## src/rtl/core/clrq_pkg.sv

```systemverilog
// ----------------------------------------------------------------------------
// clrq_pkg
// Shared opcodes, status codes and controller/datapath interface types.
// ----------------------------------------------------------------------------
`default_nettype none

package clrq_pkg;

	// request opcodes
	localparam logic [1:0] OP_INSERT  = 2'd0;
	localparam logic [1:0] OP_ROTATE  = 2'd1;
	localparam logic [1:0] OP_EXTRACT = 2'd2;
	localparam logic [1:0] OP_LENGTH  = 2'd3;

	// result status
	localparam logic [1:0] ST_OK    = 2'd0;
	localparam logic [1:0] ST_EMPTY = 2'd1;
	localparam logic [1:0] ST_FULL  = 2'd2;

	// link read address select
	localparam logic [1:0] LRD_FREE   = 2'd0;
	localparam logic [1:0] LRD_CURSOR = 2'd1;
	localparam logic [1:0] LRD_RDATA  = 2'd2;

	// link write select: {address, data}
	localparam logic [2:0] LWR_SELF        = 3'd0; // link[slot]   = slot
	localparam logic [2:0] LWR_SLOT_NEXT   = 3'd1; // link[slot]   = rdata
	localparam logic [2:0] LWR_CURSOR_SLOT = 3'd2; // link[cursor] = slot
	localparam logic [2:0] LWR_CURSOR_NEXT = 3'd3; // link[cursor] = rdata
	localparam logic [2:0] LWR_VICTIM_FREE = 3'd4; // link[victim] = free head

	typedef struct packed {
		logic       latch;
		logic       take_free;
		logic       take_fresh;
		logic       free_from_rd;
		logic       link_rd_en;
		logic [1:0] link_rd_sel;
		logic       link_wr_en;
		logic [2:0] link_wr_sel;
		logic       pay_wr_en;
		logic       pay_rd_en;
		logic       cursor_to_slot;
		logic       cursor_from_rd;
		logic       live_inc;
		logic       live_dec;
		logic       victim_ld;
		logic       give_victim;
		logic       result_ld;
		logic       steps_dec;
		logic       resp_en;
		logic [1:0] resp_status;
	} clrq_cmd_t;

	typedef struct packed {
		logic [1:0] op;
		logic       full;
		logic       empty;
		logic       reuse;
		logic       multi;
		logic       steps_zero;
		logic       steps_one;
	} clrq_stat_t;

endpackage

`default_nettype wire

```

## src/rtl/core/clrq_ram.sv

```systemverilog
// ----------------------------------------------------------------------------
// clrq_ram
// Generic single-write, single-read RAM with registered read data.
// ----------------------------------------------------------------------------
`default_nettype none

module clrq_ram #(
	parameter int WIDTH = 8,
	parameter int DEPTH = 64,
	localparam int AW = (DEPTH > 1) ? $clog2(DEPTH) : 1
) (
	input  wire logic             clk,
	input  wire logic             we,
	input  wire logic [AW-1:0]    waddr,
	input  wire logic [WIDTH-1:0] wdata,
	input  wire logic             re,
	input  wire logic [AW-1:0]    raddr,
	output logic      [WIDTH-1:0] rdata
);

	logic [WIDTH-1:0] mem_q [DEPTH];

	always_ff @(posedge clk) begin
		if (we) begin
			mem_q[waddr] <= wdata;
		end
		if (re) begin
			rdata <= mem_q[raddr];
		end
	end

endmodule

`default_nettype wire

```

## src/rtl/core/clrq_ctrl.sv

```systemverilog
// ----------------------------------------------------------------------------
// clrq_ctrl
// Request sequencer: walks each opcode through its memory read/write steps.
// ----------------------------------------------------------------------------
`default_nettype none

module clrq_ctrl (
	input  wire logic                  clk,
	input  wire logic                  arst_n,
	input  wire logic                  start,
	input  wire clrq_pkg::clrq_stat_t  stat,
	output logic                       busy,
	output clrq_pkg::clrq_cmd_t        cmd
);

	import clrq_pkg::*;

	localparam logic [3:0] S_IDLE = 4'd0;
	localparam logic [3:0] S_EXEC = 4'd1;
	localparam logic [3:0] S_INS1 = 4'd2;
	localparam logic [3:0] S_INS2 = 4'd3;
	localparam logic [3:0] S_INS3 = 4'd4;
	localparam logic [3:0] S_INS4 = 4'd5;
	localparam logic [3:0] S_ROT  = 4'd6;
	localparam logic [3:0] S_EXT1 = 4'd7;
	localparam logic [3:0] S_EXT2 = 4'd8;
	localparam logic [3:0] S_EXT3 = 4'd9;

	logic [3:0] state_q;
	logic [3:0] state_d;

	assign busy = (state_q != S_IDLE);

	always_comb begin
		cmd     = '0;
		state_d = state_q;
		unique case (state_q)
			S_IDLE: begin
				if (start) begin
					cmd.latch = 1'b1;
					state_d   = S_EXEC;
				end
			end
			S_EXEC: begin
				unique case (stat.op)
					OP_INSERT: begin
						if (stat.full) begin
							cmd.resp_en     = 1'b1;
							cmd.resp_status = ST_FULL;
							state_d         = S_IDLE;
						end else if (stat.reuse) begin
							// recycle a freed slot: fetch its free-chain link
							cmd.take_free   = 1'b1;
							cmd.link_rd_en  = 1'b1;
							cmd.link_rd_sel = LRD_FREE;
							state_d         = S_INS1;
						end else begin
							cmd.take_fresh = 1'b1;
							state_d        = S_INS2;
						end
					end
					OP_ROTATE: begin
						if (stat.empty) begin
							cmd.resp_en     = 1'b1;
							cmd.resp_status = ST_EMPTY;
							state_d         = S_IDLE;
						end else if (stat.steps_zero) begin
							cmd.resp_en     = 1'b1;
							cmd.resp_status = ST_OK;
							state_d         = S_IDLE;
						end else begin
							cmd.link_rd_en  = 1'b1;
							cmd.link_rd_sel = LRD_CURSOR;
							state_d         = S_ROT;
						end
					end
					OP_EXTRACT: begin
						if (stat.empty) begin
							cmd.resp_en     = 1'b1;
							cmd.resp_status = ST_EMPTY;
							state_d         = S_IDLE;
						end else begin
							cmd.link_rd_en  = 1'b1;
							cmd.link_rd_sel = LRD_CURSOR;
							state_d         = S_EXT1;
						end
					end
					OP_LENGTH: begin
						cmd.resp_en     = 1'b1;
						cmd.resp_status = ST_OK;
						state_d         = S_IDLE;
					end
				endcase
			end
			S_INS1: begin
				cmd.free_from_rd = 1'b1;
				state_d          = S_INS2;
			end
			S_INS2: begin
				cmd.pay_wr_en = 1'b1;
				if (stat.empty) begin
					// first entry links to itself
					cmd.link_wr_en     = 1'b1;
					cmd.link_wr_sel    = LWR_SELF;
					cmd.cursor_to_slot = 1'b1;
					cmd.live_inc       = 1'b1;
					cmd.resp_en        = 1'b1;
					cmd.resp_status    = ST_OK;
					state_d            = S_IDLE;
				end else begin
					cmd.link_rd_en  = 1'b1;
					cmd.link_rd_sel = LRD_CURSOR;
					state_d         = S_INS3;
				end
			end
			S_INS3: begin
				cmd.link_wr_en  = 1'b1;
				cmd.link_wr_sel = LWR_SLOT_NEXT;
				state_d         = S_INS4;
			end
			S_INS4: begin
				cmd.link_wr_en     = 1'b1;
				cmd.link_wr_sel    = LWR_CURSOR_SLOT;
				cmd.cursor_to_slot = 1'b1;
				cmd.live_inc       = 1'b1;
				cmd.resp_en        = 1'b1;
				cmd.resp_status    = ST_OK;
				state_d            = S_IDLE;
			end
			S_ROT: begin
				cmd.cursor_from_rd = 1'b1;
				cmd.steps_dec      = 1'b1;
				if (stat.steps_one) begin
					cmd.resp_en     = 1'b1;
					cmd.resp_status = ST_OK;
					state_d         = S_IDLE;
				end else begin
					cmd.link_rd_en  = 1'b1;
					cmd.link_rd_sel = LRD_RDATA;
				end
			end
			S_EXT1: begin
				// rdata is the victim; fetch its link and payload
				cmd.victim_ld   = 1'b1;
				cmd.link_rd_en  = 1'b1;
				cmd.link_rd_sel = LRD_RDATA;
				cmd.pay_rd_en   = 1'b1;
				state_d         = S_EXT2;
			end
			S_EXT2: begin
				cmd.result_ld = 1'b1;
				if (stat.multi) begin
					cmd.link_wr_en  = 1'b1;
					cmd.link_wr_sel = LWR_CURSOR_NEXT;
				end
				state_d = S_EXT3;
			end
			S_EXT3: begin
				cmd.link_wr_en  = 1'b1;
				cmd.link_wr_sel = LWR_VICTIM_FREE;
				cmd.give_victim = 1'b1;
				cmd.live_dec    = 1'b1;
				cmd.resp_en     = 1'b1;
				cmd.resp_status = ST_OK;
				state_d         = S_IDLE;
			end
			default: begin
				state_d = S_IDLE;
			end
		endcase
	end

	always_ff @(posedge clk or negedge arst_n) begin
		if (!arst_n) begin
			state_q <= S_IDLE;
		end else begin
			state_q <= state_d;
		end
	end

endmodule

`default_nettype wire

```

## src/rtl/core/clrq_dp.sv

```systemverilog
// ----------------------------------------------------------------------------
// clrq_dp
// Datapath: list pointers, counters, payload and link memories, result regs.
// ----------------------------------------------------------------------------
`default_nettype none

module clrq_dp #(
	parameter int DEPTH      = 64,
	parameter int VALUE_BITS = 64
) (
	input  wire logic                 clk,
	input  wire logic                 arst_n,
	input  wire clrq_pkg::clrq_cmd_t  cmd,
	input  wire logic [1:0]           opcode,
	input  wire logic [63:0]          item_value,
	input  wire logic [7:0]           step_count,
	output clrq_pkg::clrq_stat_t      stat,
	output logic                      done,
	output logic [63:0]               out_value,
	output logic [6:0]                entry_count,
	output logic [1:0]                status
);

	import clrq_pkg::*;

	localparam int AW = (DEPTH > 1) ? $clog2(DEPTH) : 1;
	localparam int CW = $clog2(DEPTH + 1);

	logic [1:0]            op_q;
	logic [VALUE_BITS-1:0] value_q;
	logic [7:0]            steps_q;
	logic [AW-1:0]         slot_q;
	logic [AW-1:0]         victim_q;
	logic [AW-1:0]         cursor_q;
	logic [AW-1:0]         free_q;
	logic [CW-1:0]         live_q;
	logic [CW-1:0]         fresh_q;
	logic [VALUE_BITS-1:0] result_q;
	logic                  done_q;
	logic [1:0]            status_q;

	logic [AW-1:0]         link_rdata;
	logic [AW-1:0]         link_raddr;
	logic [AW-1:0]         link_waddr;
	logic [AW-1:0]         link_wdata;
	logic [VALUE_BITS-1:0] pay_rdata;

	always_comb begin
		unique case (cmd.link_rd_sel)
			LRD_FREE:   link_raddr = free_q;
			LRD_CURSOR: link_raddr = cursor_q;
			LRD_RDATA:  link_raddr = link_rdata;
			default:    link_raddr = cursor_q;
		endcase
	end

	always_comb begin
		unique case (cmd.link_wr_sel)
			LWR_SELF: begin
				link_waddr = slot_q;
				link_wdata = slot_q;
			end
			LWR_SLOT_NEXT: begin
				link_waddr = slot_q;
				link_wdata = link_rdata;
			end
			LWR_CURSOR_SLOT: begin
				link_waddr = cursor_q;
				link_wdata = slot_q;
			end
			LWR_CURSOR_NEXT: begin
				link_waddr = cursor_q;
				link_wdata = link_rdata;
			end
			LWR_VICTIM_FREE: begin
				link_waddr = victim_q;
				link_wdata = free_q;
			end
			default: begin
				link_waddr = slot_q;
				link_wdata = slot_q;
			end
		endcase
	end

	clrq_ram #(
		.WIDTH(AW),
		.DEPTH(DEPTH)
	) u_link_ram (
		.clk  (clk),
		.we   (cmd.link_wr_en),
		.waddr(link_waddr),
		.wdata(link_wdata),
		.re   (cmd.link_rd_en),
		.raddr(link_raddr),
		.rdata(link_rdata)
	);

	// payload read address is the victim slot straight off the link port
	clrq_ram #(
		.WIDTH(VALUE_BITS),
		.DEPTH(DEPTH)
	) u_pay_ram (
		.clk  (clk),
		.we   (cmd.pay_wr_en),
		.waddr(slot_q),
		.wdata(value_q),
		.re   (cmd.pay_rd_en),
		.raddr(link_rdata),
		.rdata(pay_rdata)
	);

	// request payload and scratch registers
	always_ff @(posedge clk) begin
		if (cmd.latch) begin
			op_q    <= opcode;
			value_q <= item_value[VALUE_BITS-1:0];
		end
		if (cmd.latch) begin
			steps_q <= step_count;
		end else if (cmd.steps_dec) begin
			steps_q <= steps_q - 8'd1;
		end
		if (cmd.take_free) begin
			slot_q <= free_q;
		end else if (cmd.take_fresh) begin
			slot_q <= fresh_q[AW-1:0];
		end
		if (cmd.victim_ld) begin
			victim_q <= link_rdata;
		end
		if (cmd.latch) begin
			result_q <= '0;
		end else if (cmd.result_ld) begin
			result_q <= pay_rdata;
		end
		if (cmd.resp_en) begin
			status_q <= cmd.resp_status;
		end
	end

	// list state
	always_ff @(posedge clk or negedge arst_n) begin
		if (!arst_n) begin
			cursor_q <= '0;
			free_q   <= '0;
			live_q   <= '0;
			fresh_q  <= '0;
			done_q   <= 1'b0;
		end else begin
			done_q <= cmd.resp_en;
			if (cmd.cursor_to_slot) begin
				cursor_q <= slot_q;
			end else if (cmd.cursor_from_rd) begin
				cursor_q <= link_rdata;
			end
			if (cmd.free_from_rd) begin
				free_q <= link_rdata;
			end else if (cmd.give_victim) begin
				free_q <= victim_q;
			end
			if (cmd.live_inc) begin
				live_q <= live_q + CW'(1);
			end else if (cmd.live_dec) begin
				live_q <= live_q - CW'(1);
			end
			if (cmd.take_fresh) begin
				fresh_q <= fresh_q + CW'(1);
			end
		end
	end

	always_comb begin
		stat.op         = op_q;
		stat.full       = (live_q == CW'(DEPTH));
		stat.empty      = (live_q == '0);
		stat.reuse      = (fresh_q > live_q);
		stat.multi      = (live_q > CW'(1));
		stat.steps_zero = (steps_q == 8'd0);
		stat.steps_one  = (steps_q == 8'd1);
	end

	assign done        = done_q;
	assign out_value   = 64'(result_q);
	assign entry_count = 7'(live_q);
	assign status      = status_q;

endmodule

`default_nettype wire

```

## src/rtl/core/circular_list_rotate_queue_core.sv

```systemverilog
// Length and empty/full rejects answer from the execute state; insert adds
// a free-chain fetch for a recycled slot and a splice after the cursor for
// a non-empty list; extract relinks and frees its victim; rotate steps the
// cursor. One request at a time; busy drops in the done cycle, so the next
// start can be taken while the result is shown. Done cannot be held.
// Reset (arst_n low) empties the list; both memories are left unwritten.
// ----------------------------------------------------------------------------
// circular_list_rotate_queue_core
// Circular linked list with a cursor on its last entry. Entries live in a
// payload RAM, next pointers in a link RAM; freed slots form a free chain.
// ----------------------------------------------------------------------------
`default_nettype none

module circular_list_rotate_queue_core #(
	parameter int DEPTH      = 64,
	parameter int VALUE_BITS = 64
) (
	input  wire logic        clk,
	input  wire logic        arst_n,
	// request side
	input  wire logic        start,
	input  wire logic [1:0]  opcode,
	input  wire logic [63:0] item_value,
	input  wire logic [7:0]  step_count,
	output logic             busy,
	// result side, one strobe per request
	output logic             done,
	output logic [63:0]      out_value,
	output logic [6:0]       entry_count,
	output logic [1:0]       status
);

	import clrq_pkg::*;

	// Controller sequences the memory accesses of each opcode; datapath holds
	// cursor, counts, free-chain head and the two RAMs. Rotate walks one link
	// per cycle through the single link memory read port.
	clrq_cmd_t  cmd;
	clrq_stat_t stat;

	clrq_ctrl u_ctrl (
		.clk   (clk),
		.arst_n(arst_n),
		.start (start),
		.stat  (stat),
		.busy  (busy),
		.cmd   (cmd)
	);

	// A request is latched when start is seen in idle (cmd.latch). The
	// result fields are registered: entry_count tracks the live count, which
	// is already updated in the done cycle and cannot change before the next
	// request is accepted.
	clrq_dp #(
		.DEPTH     (DEPTH),
		.VALUE_BITS(VALUE_BITS)
	) u_dp (
		.clk        (clk),
		.arst_n     (arst_n),
		.cmd        (cmd),
		.opcode     (opcode),
		.item_value (item_value),
		.step_count (step_count),
		.stat       (stat),
		.done       (done),
		.out_value  (out_value),
		.entry_count(entry_count),
		.status     (status)
	);

endmodule

`default_nettype wire

```

## config.mk

```make
export PLATFORM = sky130hd
export DESIGN_NAME = circular_list_rotate_queue_core
export DESIGN_NICKNAME = d
export VERILOG_FILES = /design/src/rtl/core/clrq_pkg.sv /design/src/rtl/core/clrq_ram.sv /design/src/rtl/core/clrq_ctrl.sv /design/src/rtl/core/clrq_dp.sv /design/src/rtl/core/circular_list_rotate_queue_core.sv
export SDC_FILE = /design/constraint.sdc
export NUM_CORES = 2
export LEC_CHECK = 0
export ABC_CLOCK_PERIOD_IN_PS = 13000
export BUFFER_PORTS_ARGS = -buffer_cell sky130_fd_sc_hd__buf_2
export CELL_PAD_IN_SITES_DETAIL_PLACEMENT = 0
export CELL_PAD_IN_SITES_GLOBAL_PLACEMENT = 1
export CORE_AREA = 2 2 551 553
export CTS_BUF_LIST = sky130_fd_sc_hd__clkbuf_2 sky130_fd_sc_hd__clkbuf_4 sky130_fd_sc_hd__clkbuf_8
export DETAILED_ROUTE_END_ITERATION = 10
export DIE_AREA = 0 0 553 555
export PLACE_DENSITY = 0.85
export SYNTH_ARGS = -nofsm -noshare
export SYNTH_HDL_FRONTEND = slang
export SYNTH_HIERARCHICAL = 1
export SYNTH_MEMORY_MAX_BITS = 65536
export SYNTH_SLANG_ARGS = --single-unit
export TNS_END_PERCENT = 5
```

## constraint.sdc

```tcl
create_clock -name clk -period 13 [get_ports clk]
set_input_delay 1.95 -clock clk [delete_from_list [all_inputs] [get_ports clk]]
set_output_delay 1.95 -clock clk [all_outputs]
set_load 0.01 [all_outputs]
```

# [Word-level counts from Yosys, hierarchy flattened]
# Memories as Yosys holds them, arrays and structs flattened. A register that Yosys moved wholly into a read port is not among the register bits.
# Index checks and enable logic that the tools add are counted.
[op_classes] n_addsub=4 order_cmp=2 eq_ne=21 muxes=61 n_reduce_logical=15
[ops] cell="$mux 3" count=15
[ops] cell="$mux 6" count=6
[ops] cell="$pmux 3 s4" count=3
[ops] cell="$pmux 6 s2" count=3
[ops] cell="$pmux 4 s8" count=1
[ops] cell="$mux 4" count=6
[ops] cell="$pmux 4 s5" count=1
[ops] cell="$eq 4x3->1 const B" count=4
[ops] cell="$mux 1" count=16
[ops] cell="$mux 8" count=2
[ops] cell="$pmux 4 s4" count=1
[ops] cell="$add 7x1->7 const B" count=2
[ops] cell="$mux 7" count=2
[ops] cell="$reduce_bool 2->1" count=5
[ops] cell="$pmux 3 s3" count=1
[ops] cell="$eq 4x2->1 const B" count=2
[ops] cell="$eq 4x4->1 const B" count=2
[ops] cell="$eq 8x1->1 const B" count=1
[ops] cell="$logic_not 8->1" count=1
[ops] cell="$sub 8x1->8 const B" count=1
[ops] cell="$eq 7x7->1 const B" count=1
[ops] cell="$gt 7x1->1 const B" count=1
[ops] cell="$gt 7x7->1" count=1
[ops] cell="$logic_not 7->1" count=1
[ops] cell="other kinds (15)" count=24
[word_totals] ff_bits=183 ramBits=4480 in_bits=77 wordCells=118 memories=2
[mem_list] name="u_dp.u_pay_ram.mem_q" words=64 width=64 read_ports=1 rd_clocked_by_memory_dff=1 wr=1 line="clrq_ram.sv:21" rtl="logic [WIDTH-1:0] mem_q [DEPTH];"
[mem_list] name="u_dp.u_link_ram.mem_q" words=64 width=6 read_ports=1 rd_clocked_by_memory_dff=1 wr=1 line="clrq_ram.sv:21"

# [Logic depth before layout (Yosys ltp)]
[logic_depth] depth_word=7 ltp_mapped=18 mapped_depth_nobuf=14

# [By module]
# The synthesis kept the hierarchy.
[by_module_without_submodules] module="clrq_ram at u_dp.u_pay_ram" instances=1 cells_each=6598 area_each_um2=156989.3 seq_area_each_um2=124919.8
[by_module_without_submodules] module="clrq_ram at u_dp.u_link_ram" instances=1 cells_each=720 area_each_um2=15285.9 seq_area_each_um2=11711.2
[by_module_without_submodules] module="clrq_dp" instances=1 cells_each=558 area_each_um2=7116.8 seq_area_each_um2=4599.4
[by_module_without_submodules] module="clrq_ctrl" instances=1 cells_each=82 area_each_um2=600.6 seq_area_each_um2=100.1

# [Least setup slack after synthesis]
# Ideal clock, no wire load.
[synth_path] kind="reg-to-reg" from="register u_ctrl.state_q[3]" to="memory u_dp/u_pay_ram/mem_q[48][0] in the netlist's numbering (enable)" setup_ns=0.564 t_arrival_ns=5.778 required_time_ns=12.436 setup_slack_ns=6.658 path_stages_with_launch=6 n_path_buf=1 cell_sequence="dfrtp_1 > clkdlybuf4s15_2 > or2_2 > nor2_1 > nand4b_1 > nor3_1"
[synth_rtl] item="from (decl)" line="clrq_ctrl.sv:29" rtl="logic [3:0] state_q;"
[synth_rtl] item="from (signal assigned)" line="clrq_ctrl.sv:177" rtl="state_q <= state_d;"
[synth_rtl] item="to (decl)" line="clrq_ram.sv:21"

==> flow_summary.json <==
{
  "rsz0062_at_grt": "false",
  "cp_max_fo": 58,
  "worst_pin_slew_ns": 1.35,
  "power.density_nw_per_um2": 209,
  "ir_worst_vdd_mv": 0.210,
  "synth_area_per_cell_um2": 22.6,
  "grt_antenna_before_repair": 15,
  "firstDrtPassIters": 6,
  "nNetsFinal": 8756,
  "cts_buffers": 710,
  "drt_wl_total_mm": 476,
  "layout_commonest_cell": "edfxtp_1",
  "fin_setup_tns_ns": 0,
  "maxCapViolations": 0,
  "synthTopCellsByArea": "edfxtp_1 77%, mux4_2 14%, mux2i_1 1.4%, dfxtp_1 0.71%, a22oi_1 0.71%",
  "finalHoldViolations": 0,
  "clock_skew_ns": 0.0866,
  "drv_slew": 0,
  "yosysTopAreaCell": "edfxtp_1",
  "grt_busiest_layer": "met2",
  "cts_hold_buf": 0,
  "fin_crit_ns": 5.86,
  "num-fill-cells": 18100,
  "clock-root-buffer": "clkbuf_8",
  "vias": 91400,
  "ios": 152,
  "synthToLayoutAreaGrowth_pct": 11.5,
  "grt_pass1_wl_mm": 667,
  "worstHoldPathType": "flop to flop",
  "std_cell_rows": 202,
  "portBuffers": 151,
  "cts_buffer_depth": 4,
  "gr-usage-met1": 0.433,
  "synth_compound_area_frac": 0.0266,
  "holdWs_ns": 0.470,
  "final_core_util": 0.666,
  "final_cell_mix": "4,638 x edfxtp_1, 1,111 x mux4_2, 726 x clkbuf_8, 278 x buf_4, 245 x mux2i_1",
  "critPathCaptureType": "flop",
  "status": "complete, no violations",
  "slew_headroom": 0.102,
  "power.total_w": 0.0419,
  "syn_area_um2": 180000,
  "synth-xor-area-share": 0.000730,
  "coreArea_um2": 301000,
  "grtUsageTotal": 0.309,
  "drt_iter0_drc": 15000,
  "syn_nets": 8050,
  "initial_core_util": 0.597,
  "synth_top_area_share": 0.774,
  "p_leak_nw": 63.4,
  "synth_edf_count": 4638,
  "overflow": 0,
  "die_area_um2": 307000,
  "drive_above_1_share": 0.305,
  "cts-htree-levels": 6,
  "post_cts_buffers": 0,
  "vias_per_cell": 6.91,
  "postRouteAntennaNets": 0,
  "wl_per_cell_um": 36.0,
  "synth_top_family_by_area": "multiplexers",
  "synth-simple-area-share": 0.0187,
  "cts_tree": "done",
  "dp_slack_ns": 7.01,
  "critPathKind": "flop to flop",
  "synthMuxAreaShare": 0.155,
  "seq_area_frac_synth": 0.785,
  "grt_use_met2": 0.474,
  "ys_warn_count": 6,
  "synth_ff_type": "edfxtp_1",
  "seq_area_um2": 141000,
  "die_y_um": 555,
  "worstSetupStartpointType": "flop",
  "syn_inst": 7958,
  "synthAdderAreaFrac": 0.00110,
  "synthArstFlopShare": 0.00655,
  "ys_seq_elements": 4733,
  "setup-violations-final": 0,
  "insertion_delay_ns": 1.28,
  "grt_max_degree": 136,
  "cp.arrival_ns": 6.83,
  "grtUsageMet3": 0.0835,
  "fmax_mhz": 171,
  "fin_crit_sh": 0.451,
  "cts_resized": 0,
  "hold_depth": 1,
  "routabilityCongestion": 0.821,
  "die_x_um": 553,
  "hpwl_mm": 245,
  "cts_num_sinks": 4733,
  "r2r_cells": 16,
  "multiInputGateArea_um2": 37000,
  "clk_pin_slew_ns": 0.06,
  "grt_pass1_vias": 90600,
  "ys_types": 72,
  "post-route-drc-count": 0,
  "fin_ws_ns": 7.14,
  "critPathRequiredTime_ns": 13.96
}
[cell families after synthesis]
logic type / count (synthesis)
DFF: 4733
and+or+nand+nor: 689
buffers and inverters: 482
muxes: 1378
AOI/OAI and AO/OA: 645
adders and majority gates: 16
xor gates and xnor gates: 15
[state kept, by name, summed over array words and instances, names as in the netlist]
| signal | cells |
|---|---|
| u_dp/done | 1 |
| u_dp/u_link_ram/mem_q | 384 |
| u_dp/fresh_q | 7 |
| u_dp/value_q | 64 |
| u_dp/u_link_ram/rdata | 6 |
| u_dp/free_q | 6 |
| u_dp/victim_q | 6 |
| u_dp/slot_q | 6 |
| u_dp/op_q | 2 |
| u_ctrl/state_q | 4 |
| u_dp/entry_count | 7 |
| u_dp/u_pay_ram/mem_q | 4096 |
| u_dp/status | 2 |
| u_dp/steps_q | 8 |
| u_dp/u_pay_ram/rdata | 64 |
| u_dp/out_value | 64 |
| u_dp/cursor_q | 6 |
[per-layer routing]
| metal | vias to the layer above | wire [um] |
|---|---|---|
| met5 | - | 135 |
| met4 | 10 | 19400 |
| met3 | 1159 | 71600 |
| met2 | 7477 | 221000 |
| met1 | 47300 | 163000 |
| li1 | 35400 | - |
[worst max-delay path, stage by stage, from the launching register on]
cell	delay, ns
dfrtp_1	0.51
inv_1	0.13
ha_1	0.22
and2_1	0.21
nor4b_1	0.43
nor2_1	0.13
mux2i_1	0.19
and3_1	0.56
nand2_1	0.19
o21ai_4	0.09
buf_4	0.63
buf_4	0.96
mux4_1	0.64
mux2_2	0.27
o21ai_1	0.12
a21oi_1	0.09
o22a_1	0.19
[power breakdown]
| group | switching, W | internal, W | leakage, nW |
|---|---|---|---|
| logic | 0.00686 | 0.00485 | 13.3 |
| registers | 0.000241 | 0.0179 | 42.6 |
| clock network | 0.00579 | 0.00631 | 7.49 |
| total | 0.0129 | 0.0290 | 63.4 |
[stage by stage]
stage	cells	cell area, um^2
CTS	13200	201000
global route	13200	201000
global placement	11900	187000
floorplan	7958	180000
finish	13200	201000
detailed placement	11900	187000
[final cells by class]
| cell class | count | area share |
|---|---|---|
| flip-flops and latches | 4733 | 0.704 |
| clock inverters | 341 | 0.0129 |
| inverters | 35 | 0.000667 |
| multi-input cells | 2743 | 0.184 |
| clock buffers | 940 | 0.0578 |
| diodes | 7 | 0.0000873 |
| well taps | 3978 | 0.0248 |
| repair buffers | 441 | 0.0154 |
[synth_stat cells, types with 5 or more instances]
master,count
o22ai_1,95
nor2b_1,38
a2bb2oi_1,19
or4_1,5
and3_1,67
or2_2,34
nand2b_1,22
a22o_1,88
a22oi_1,170
buf_2,192
o21bai_1,7
mux4_1,6
nand4_1,9
nand3_1,63
a41oi_1,26
mux4_2,1111
mux2_2,16
mux2i_1,245
ha_1,15
buf_1,20
edfxtp_1,4638
o21ai_0,46
nand2_1,105
dfxtp_1,64
o221ai_1,47
and2_1,6
or3_1,35
nor3_1,13
inv_1,35
nand3b_1,8
a21oi_1,11
o211ai_1,15
o22a_1,7
dfrtp_1,31
xnor2_1,11
buf_4,41
o21ai_1,6
clkbuf_1,176
a31oi_1,20
buf_6,11
a211oi_1,71
nor2_1,264
[worst paths after layout]
path                                                 start                                  to  slack (ns)
max in group asynchronous                           arst_n         u_dp/fresh_q[3]$_DFFE_PN0P_       11.71
min in group asynchronous                           arst_n                 u_dp/done$_DFF_PN0_        0.79
max                        u_dp/entry_count[0]$_DFFE_PN0P_  u_dp/u_link_ram/rdata[3]$_DFFE_PP_        7.14
min                            u_dp/fresh_q[6]$_DFFE_PN0P_         u_dp/fresh_q[6]$_DFFE_PN0P_        0.47
max reg2reg                u_dp/entry_count[0]$_DFFE_PN0P_  u_dp/u_link_ram/rdata[3]$_DFFE_PP_        7.14
min reg2reg                    u_dp/fresh_q[6]$_DFFE_PN0P_         u_dp/fresh_q[6]$_DFFE_PN0P_        0.47
Note: power is estimated with default switching activity, not from simulation.
